[config.mk]
export PLATFORM = sky130hd
export DESIGN_NAME = least_connections_server_table
export DESIGN_NICKNAME = d
export VERILOG_FILES = /design/src/rtl/lcst_pkg.sv /design/src/rtl/least_connections_server_table.sv /design/src/rtl/lcst_cell.sv
export SDC_FILE = /design/constraint.sdc
export NUM_CORES = 2
export LEC_CHECK = 0
export ABC_AREA = 1
export BUFFER_PORTS_ARGS = -buffer_cell sky130_fd_sc_hd__buf_2
export CORE_MARGIN = 10
export CORE_UTILIZATION = 30
export DETAILED_ROUTE_END_ITERATION = 6
export HOLD_SLACK_MARGIN = 0.03
export SLEW_MARGIN = 20
export SYNTH_ARGS = -nofsm -noshare
export SYNTH_HDL_FRONTEND = slang
export SYNTH_HIERARCHICAL = 1
export SYNTH_SLANG_ARGS = --single-unit
[constraint.sdc]
create_clock -name clk -period 16.5 [get_ports clk]
set_input_delay 2.475 -clock clk [delete_from_list [all_inputs] [get_ports clk]]
set_output_delay 2.475 -clock clk [all_outputs]
set_load 0.01 [all_outputs]
[src/rtl/lcst_pkg.sv]
// Shared types and codes for the least-connections server table.
package lcst_pkg;

  typedef enum logic [1:0] {
    CMD_INSERT = 2'd0,
    CMD_DELETE = 2'd1,
    CMD_UPDATE = 2'd2,
    CMD_PICK   = 2'd3
  } cmd_t;

  typedef enum logic [1:0] {
    STAT_OK       = 2'd0,
    STAT_EMPTY    = 2'd1,
    STAT_NOTFOUND = 2'd2,
    STAT_FULL     = 2'd3
  } status_t;

  // Operation broadcast to every cell of the chain.
  typedef enum logic [1:0] {
    OP_HOLD,
    OP_REMOVE,
    OP_INSERT
  } cell_op_t;

  typedef enum logic {
    S_IDLE,
    S_PLACE
  } state_t;

  typedef struct packed {
    cell_op_t op;
    logic     pick_front;
  } cell_ctrl_t;

  localparam int PortWidth = 16;

endpackage

[src/rtl/least_connections_server_table.sv]
// Top level of the least-connections server table: control and the chain of cells.
//
//  channel | handshake            | payload
//  --------+----------------------+------------------------------------------------
//  input   | in_valid / in_stall  | cmd, port_number, connection_count
//  output  | out_valid / out_stall| status, picked_port, picked_count, occupancy
//
// Insert, delete and every error case finish in the cycle the item is taken;
// the result is registered at that edge. Update and pick pass through S_IDLE and
// S_PLACE: the matching entry leaves the chain in S_IDLE and is placed again in S_PLACE.
// The cell chain's broadcast compare and shift act on every cell at once.
// Reset empties the table by clearing the cell valid bits.
// A stalled result holds the output register and the block takes no new item.
module least_connections_server_table #(
  parameter int MAX_SERVERS = 16,
  parameter int COUNT_WIDTH = 16
) (
  input  logic        clk,
  input  logic        rst,
  input  logic        in_valid,
  output logic        in_stall,
  input  logic [1:0]  cmd,
  input  logic [15:0] port_number,
  input  logic [15:0] connection_count,
  output logic        out_valid,
  input  logic        out_stall,
  output logic [1:0]  status,
  output logic [15:0] picked_port,
  output logic [15:0] picked_count,
  output logic [4:0]  occupancy
);
  import lcst_pkg::*;

  localparam int TW = $clog2(MAX_SERVERS + 1);

  // Chain taps: one entry per cell, read by its neighbors; control also reads the head and the last hit.
  logic                   cv  [MAX_SERVERS];
  logic [PortWidth-1:0]   cp  [MAX_SERVERS];
  logic [COUNT_WIDTH-1:0] cc  [MAX_SERVERS];
  logic                   cgt [MAX_SERVERS];
  logic                   chit[MAX_SERVERS];

  state_t                 state, state_next;
  logic [TW-1:0]          total, total_next;
  logic [PortWidth-1:0]   hold_port, hold_port_next;
  logic [COUNT_WIDTH-1:0] hold_count, hold_count_next;
  logic                   hold_pick, hold_pick_next;

  cell_ctrl_t             ctrl;
  logic [PortWidth-1:0]   key_port;
  logic [COUNT_WIDTH-1:0] key_count;
  logic [COUNT_WIDTH-1:0] cnt_in;
  logic [COUNT_WIDTH-1:0] front_inc;
  logic                   accept, empty, full, found;

  logic                   load;
  status_t                res_status;
  logic [15:0]            res_port, res_count;

  assign cnt_in    = COUNT_WIDTH'(connection_count);
  assign front_inc = (cc[0] == {COUNT_WIDTH{1'b1}}) ? cc[0] : cc[0] + COUNT_WIDTH'(1);
  assign empty     = (total == '0);
  assign full      = (total == TW'(MAX_SERVERS));
  // The hit chain leaves the last cell set when some entry matched.
  assign found     = chit[MAX_SERVERS-1];

  assign in_stall = (state == S_PLACE) || (out_valid && out_stall);
  assign accept   = in_valid && !in_stall;

  always_comb begin
    state_next      = state;
    total_next      = total;
    hold_port_next  = hold_port;
    hold_count_next = hold_count;
    hold_pick_next  = hold_pick;
    ctrl.op         = OP_HOLD;
    ctrl.pick_front = (cmd == CMD_PICK);
    key_port        = port_number;
    key_count       = cnt_in;
    load            = 1'b0;
    res_status      = STAT_OK;
    res_port        = '0;
    res_count       = '0;
    unique case (state)
      S_IDLE: begin
        if (accept) begin
          unique case (cmd)
            CMD_INSERT: begin
              load = 1'b1;
              if (full) begin
                res_status = STAT_FULL;
              end else begin
                ctrl.op    = OP_INSERT;
                total_next = total + TW'(1);
              end
            end
            CMD_DELETE: begin
              load = 1'b1;
              if (empty) begin
                res_status = STAT_EMPTY;
              end else if (!found) begin
                res_status = STAT_NOTFOUND;
              end else begin
                ctrl.op    = OP_REMOVE;
                total_next = total - TW'(1);
              end
            end
            CMD_UPDATE, CMD_PICK: begin
              if (empty) begin
                load       = 1'b1;
                res_status = STAT_EMPTY;
              end else if (!found) begin
                load       = 1'b1;
                res_status = STAT_NOTFOUND;
              end else begin
                // Pull the entry out now and place it again next cycle.
                ctrl.op        = OP_REMOVE;
                hold_pick_next = (cmd == CMD_PICK);
                if (cmd == CMD_PICK) begin
                  hold_port_next  = cp[0];
                  hold_count_next = front_inc;
                end else begin
                  hold_port_next  = port_number;
                  hold_count_next = cnt_in;
                end
                state_next = S_PLACE;
              end
            end
            default: begin
            end
          endcase
        end
      end
      S_PLACE: begin
        // The table is one entry short here, so there is always room.
        ctrl.op    = OP_INSERT;
        key_port   = hold_port;
        key_count  = hold_count;
        load       = 1'b1;
        if (hold_pick) begin
          res_port  = hold_port;
          res_count = 16'(hold_count);
        end
        state_next = S_IDLE;
      end
      default: begin
        state_next = S_IDLE;
      end
    endcase
  end

  // Cell row. The head sees a full, smaller left neighbor; the tail sees empty space.
  for (genvar i = 0; i < MAX_SERVERS; i++) begin : g_cell
    logic                   lv, lg, hi, rv;
    logic [PortWidth-1:0]   lp, rp;
    logic [COUNT_WIDTH-1:0] lc, rc;

    if (i == 0) begin : g_head
      assign lv = 1'b1;
      assign lg = 1'b0;
      assign lp = '0;
      assign lc = '0;
      assign hi = 1'b0;
    end else begin : g_mid
      assign lv = cv[i-1];
      assign lg = cgt[i-1];
      assign lp = cp[i-1];
      assign lc = cc[i-1];
      assign hi = chit[i-1];
    end

    if (i == MAX_SERVERS - 1) begin : g_tail
      assign rv = 1'b0;
      assign rp = '0;
      assign rc = '0;
    end else begin : g_body
      assign rv = cv[i+1];
      assign rp = cp[i+1];
      assign rc = cc[i+1];
    end

    lcst_cell #(.CW(COUNT_WIDTH)) u_cell (
      .clk        (clk),
      .rst        (rst),
      .ctrl       (ctrl),
      .key_port   (key_port),
      .key_count  (key_count),
      .left_valid (lv),
      .left_gt    (lg),
      .left_port  (lp),
      .left_count (lc),
      .hit_in     (hi),
      .right_valid(rv),
      .right_port (rp),
      .right_count(rc),
      .valid      (cv[i]),
      .port       (cp[i]),
      .count      (cc[i]),
      .gt         (cgt[i]),
      .hit_out    (chit[i])
    );
  end

  always_ff @(posedge clk) begin
    if (rst) begin
      state     <= S_IDLE;
      total     <= '0;
      out_valid <= 1'b0;
    end else begin
      state <= state_next;
      total <= total_next;
      if (load) begin
        out_valid <= 1'b1;
      end else if (!out_stall) begin
        out_valid <= 1'b0;
      end
    end
    hold_port  <= hold_port_next;
    hold_count <= hold_count_next;
    hold_pick  <= hold_pick_next;
    if (load) begin
      status       <= res_status;
      picked_port  <= res_port;
      picked_count <= res_count;
      occupancy    <= 5'(total_next);
    end
  end

endmodule

[src/rtl/lcst_cell.sv]
// One slot of the sorted server chain: holds a port and a count, shifts with its neighbors.
module lcst_cell #(
  parameter int CW = 16
) (
  input  logic                       clk,
  input  logic                       rst,
  input  lcst_pkg::cell_ctrl_t       ctrl,
  input  logic [lcst_pkg::PortWidth-1:0] key_port,
  input  logic [CW-1:0]              key_count,
  input  logic                       left_valid,
  input  logic                       left_gt,
  input  logic [lcst_pkg::PortWidth-1:0] left_port,
  input  logic [CW-1:0]              left_count,
  input  logic                       hit_in,
  input  logic                       right_valid,
  input  logic [lcst_pkg::PortWidth-1:0] right_port,
  input  logic [CW-1:0]              right_count,
  output logic                       valid,
  output logic [lcst_pkg::PortWidth-1:0] port,
  output logic [CW-1:0]              count,
  output logic                       gt,
  output logic                       hit_out
);
  import lcst_pkg::*;

  logic                 valid_next;
  logic [PortWidth-1:0] port_next;
  logic [CW-1:0]        count_next;
  logic                 match;

  // An entry matches the front on a pick, or its port otherwise.
  assign match   = valid && (ctrl.pick_front || (port == key_port));
  assign hit_out = hit_in || match;
  assign gt      = valid && (count > key_count);

  always_comb begin
    valid_next = valid;
    port_next  = port;
    count_next = count;
    unique case (ctrl.op)
      OP_HOLD: begin
      end
      OP_REMOVE: begin
        // The removed slot and everything behind it pull from the right.
        if (hit_out) begin
          valid_next = right_valid;
          port_next  = right_port;
          count_next = right_count;
        end
      end
      OP_INSERT: begin
        if (left_gt) begin
          valid_next = 1'b1;
          port_next  = left_port;
          count_next = left_count;
        end else if (gt || (!valid && left_valid)) begin
          valid_next = 1'b1;
          port_next  = key_port;
          count_next = key_count;
        end
      end
      default: begin
      end
    endcase
  end

  always_ff @(posedge clk) begin
    if (rst) begin
      valid <= 1'b0;
    end else begin
      valid <= valid_next;
    end
    port  <= port_next;
    count <= count_next;
  end

endmodule

# After elaboration in Yosys (flattened, before gate mapping)
# Cells that the tools add are included.
[word_totals]
latchBits = 0
mem_bits_ro = 0
inputBits = 38
mem_bits_rw = 0
mem_count = 0
ff_bits = 607
[op_classes]
magnitude_cmp = 16
shifts = 0
bitwise = 3
n_reduce_logical = 139
muxes = 221
mul = 0
addsub = 3
n_div = 0
eq_ne = 56
[ops]
columns = ["operator", "count"]
rows = [
  ["two-way mux 16 bit", 98],
  ["case mux 16 bit (2 select lines)", 32],
  ["== test 16 bit", 16],
  ["> comparator 16 bit", 16],
  ["two-way mux 1 bit", 58],
  ["logical AND 1 bit", 49],
  ["logical OR 1 bit", 48],
  ["AND reduction 3 bit", 16],
  ["!= test 3 x 1 -> 1 bit, second input constant", 15],
  ["case mux 1 bit (2 select lines)", 19],
  ["!= test 2 x 1 -> 1 bit, second input constant", 17],
  ["two-way mux 5 bit", 5],
  ["logical NOT 1 bit", 17],
  ["adder 16 x 1 -> 16 bit, second input constant", 1],
  ["== test 16 bit, second input constant", 1],
  ["case mux 2 bit (2 select lines)", 3],
  ["two-way mux 2 bit", 5],
  ["case mux 5 bit (2 select lines)", 1],
  ["== test 2 bit, second input constant", 3],
  ["OR reduction 2 bit", 3],
  ["adder 5 x 1 -> 5 bit, second input constant", 1],
  ["== test 5 bit, second input constant", 1],
  ["logical NOT 5 bit", 1],
  ["AND reduction 5 bit", 1],
  ["8 further kinds", 11],
]

# Logic depth before layout (Yosys ltp)
[logic_depth]
word_depth = 27
ltp_mapped = 55

# Modules after synthesis
# The synthesis kept the hierarchy.
[by_module_without_submodules]
columns = ["mod", "instances", "seq_area_each_um2", "area_each_um2", "cells_each"]
rows = [
  ["lcst_cell (g_cell[0].u_cell ...)", 9, 980.9, 2482.4, 358],
  ["lcst_cell (g_cell[4].u_cell ...)", 6, 980.9, 2474.9, 356],
  ["least_connections_server_table", 1, 2302.2, 4314.1, 530],
  ["lcst_cell (g_cell[12].u_cell)", 1, 980.9, 2481.1, 357],
]

# Worst setup path before layout
# Ideal clock, no wire load.
[synth_path]
path_type = "input to register"
startpoint = "input port_number[15]"
endpoint = "register g_cell[10].u_cell.count[0] (enable)"
path_buffers = 0
stages = 50
path_slack_ns = 3.792
required_time_ns = 16.113
arrival_time_ns = 12.322
setup_time_ns = 0.387
path_cell_list = "inv_1 > o21ai_0 > nand2_1 > inv_1 > nor2_1 > nor2_1 > nand2_1 > nor2_1 > nand2_1 > nand2_1 > nand2_1 > nand2_2 > inv_2 > nand2_2 > inv_2 > nand2_2 > inv_2 > nand2_2 > [14 not listed] > inv_2 > nand2_2 > inv_1 > nand2_2 > inv_2 > nand2_2 > inv_2 > nand2_2 > inv_2 > nand2_2 > nand2_1 > nor3_1 > nor2_2 > inv_6 > a211oi_1 > nand2_1 > nand2_2 > inv_1"
[synth_rtl]
columns = ["element", "line", "source"]
rows = [
  ["start: declaration", "least_connections_server_table.sv:23", "input logic [15:0] port_number,"],
  ["end signal: assignment", "lcst_cell.sv:74", "count <= count_next;"],
  ["end: declaration", "lcst_cell.sv:20", "output logic [CW-1:0] count,"],
]

==> flow_summary.yaml <==
layout:
  n_antenna_cell: 0
  area_growth_pct: 12.0
  final_util: 0.338
  finalNetCount: 6632
  instances_no_fill: 8299
  drive_above_1_share: 0.0763
  fillers: 15500
global_route:
  grt-ovfl-total: 0
  grt_pass1_wl_mm: 210
  grtUsageTotal: 0.154
  met3_usage: 0.0147
  grt_pass1_vias: 39500
  grt-busiest-layer: "met2"
  gr-usage-met1: 0.199
  antenna_found_initial: 0
  grt_max_degree: 49
  grtUsageMet2: 0.269
sta:
  post-route-min-period_ns: 8.69
  slew_headroom: 0.267
  fmax_mhz: 115
  fin_crit_sh: 0.527
  rsz0062_at_grt: "no"
  maxSlewViolCount: 0
  hold_viol: 0
  setup_viol: 0
  fin_tns_setup_ns: 0
  clock_skew_ns: 0.0263
  worst_pin_slew_ns: 1.10
clocking:
  cts.path.max_buffers: 3
  cts_tree: "yes"
  post_cts.repair.setup_buffers: 0
  hold_buffers: 0
  cts_sinks: 607
  htreeDepth: 3
  cts.clk_slew.worst_paths_ns: 0.06
  cts_root_buffer: "clkbuf_16"
  clock_latency_ns: 0.65
  numCtsBuffers: 67
  cts_resized: 0
worst_setup_path:
  path_class: "input port to register"
  critical-path-top-delay-family: "simple AND/OR/NAND/NOR gates"
  cp_slowest_stage_delay_ns: 0.54
  critPathMostFrequentCell: "nand2_2"
  cp_max_fo: 48
  critPathSlowestCell: "buf_4"
  critPathArrivalTime_ns: 9.01
  cp-end-kind: "register"
  r2r_slack_ns: 7.99
  worst-path-buf-inv: 22
  cp.required_ns: 16.81
  start_kind: "input port"
power_and_ir_drop:
  ir_worst_vdd_mv: 0.0541
  p_leak_nw: 23.9
  powerDensity_nw_per_um2: 98.0
die:
  initial_core_util: 0.302
  fp.dieH_um: 403
  ios: 79
  chipWidth_um: 403
  num_rows: 140
  coreArea_um2: 146000
  dieArea_um2: 162000
detailed_routing:
  vias_per_cell: 4.85
  dr.pass1.iters: 6
  routedWlPerCell_um: 15.6
  vias: 40300
  route.detailed.drc: 0
  drtAntennaViolNets: 0
  wl_mm: 129
  drtIter0Drc: 3013
logic_synthesis:
  synthCells: 6244
  yosysWarnings: 6
  syn-mean-instance-area_um2: 7.04
  synth_area_um2: 44000
min_path:
  min_path_type: "register to register"
placement:
  dp_hpwl_mm: 94.6
  port-buffer-count: 78
  globalplace.congestion: 0.836
  dp.cells: 8183
run:
  maxCapViolCount: 0
run_status:
  outcome: "finished clean"
[cells in the final DEF (no fill, tap or decap), drive strengths merged, types with 52 or more instances in the layout]
cell type / instances
nor2: 889
ha: 259
buf: 159
o21ai: 1113
a21oi: 152
clkbuf: 85
edfxtp: 584
inv: 1045
nand3: 52
conb: 74
nand2: 1804
[layer usage]
metal	up-vias	part of all wire
met3	226	0.044
met1	19000	0.45
li1	20100	-
met2	978	0.48
met5	-	0
met4	0	0.025
[registers in the layout, summed over array words and instances (netlist names)]
register             cells
picked_port             16
out_valid                1
g_cell.u_cell/count    256
status                   2
g_cell.u_cell/valid     16
g_cell.u_cell/port     256
hold_port               16
state                    1
picked_count            16
total                    5
hold_pick                1
occupancy                5
hold_count              16
[worst min-delay path: cells and delay by family, from the launching register on]
| family | cells | cell delay [ns] |
|---|---|---|
| DFF | 1 | 0.34 |
| and+or+nand+nor | 1 | 0.10 |
| AOI/OAI and AO/OA | 1 | 0.07 |
[final cells by class]
type                            count  area (µm²)  area share
Tap cell                         1917        2400      0.0487
Inverter                         1049        4020      0.0815
Sequential cell                   607       18000       0.365
Timing Repair Buffer              159         998      0.0203
Multi-Input combinational cell   4451       21700       0.441
Clock buffer                       85        1810      0.0367
Clock inverter                     31         337     0.00683
[where the power goes]
part	total, mW	leakage (nW)	internal (mW)	switching (mW)
clock network	1.55	1.05	0.884	0.662
registers	2.12	5.62	1.95	0.172
logic	1.17	17.2	0.370	0.799
total	4.83	23.9	3.20	1.63
[metrics by stage]
step                      setup WS (ns)  total power [mW]  hold WS [ns]  cell area, µm²
after global placement             7.18              3.26         0.513           47100
after floorplan                    3.79              2.94         0.488           44300
after CTS                          7.80              4.86         0.549           49300
after global routing               7.12              5.11         0.595           49300
after detailed placement           7.11              3.30         0.540           47100
final                              7.81              4.83         0.559           49300
[final timing paths]
check / cells after the start / start / end
worst max-delay path: 54 / port_number[5] / g_cell[9].u_cell/port[12]$_DFFE_PP_
worst min-delay path: 2 / total[4]$_SDFF_PP0_ / total[4]$_SDFF_PP0_
worst max register to register: 54 / state$_SDFF_PP0_ / g_cell[9].u_cell/port[12]$_DFFE_PP_
worst min register to register: 2 / total[4]$_SDFF_PP0_ / total[4]$_SDFF_PP0_
Power figures use the tool's default switching activity.
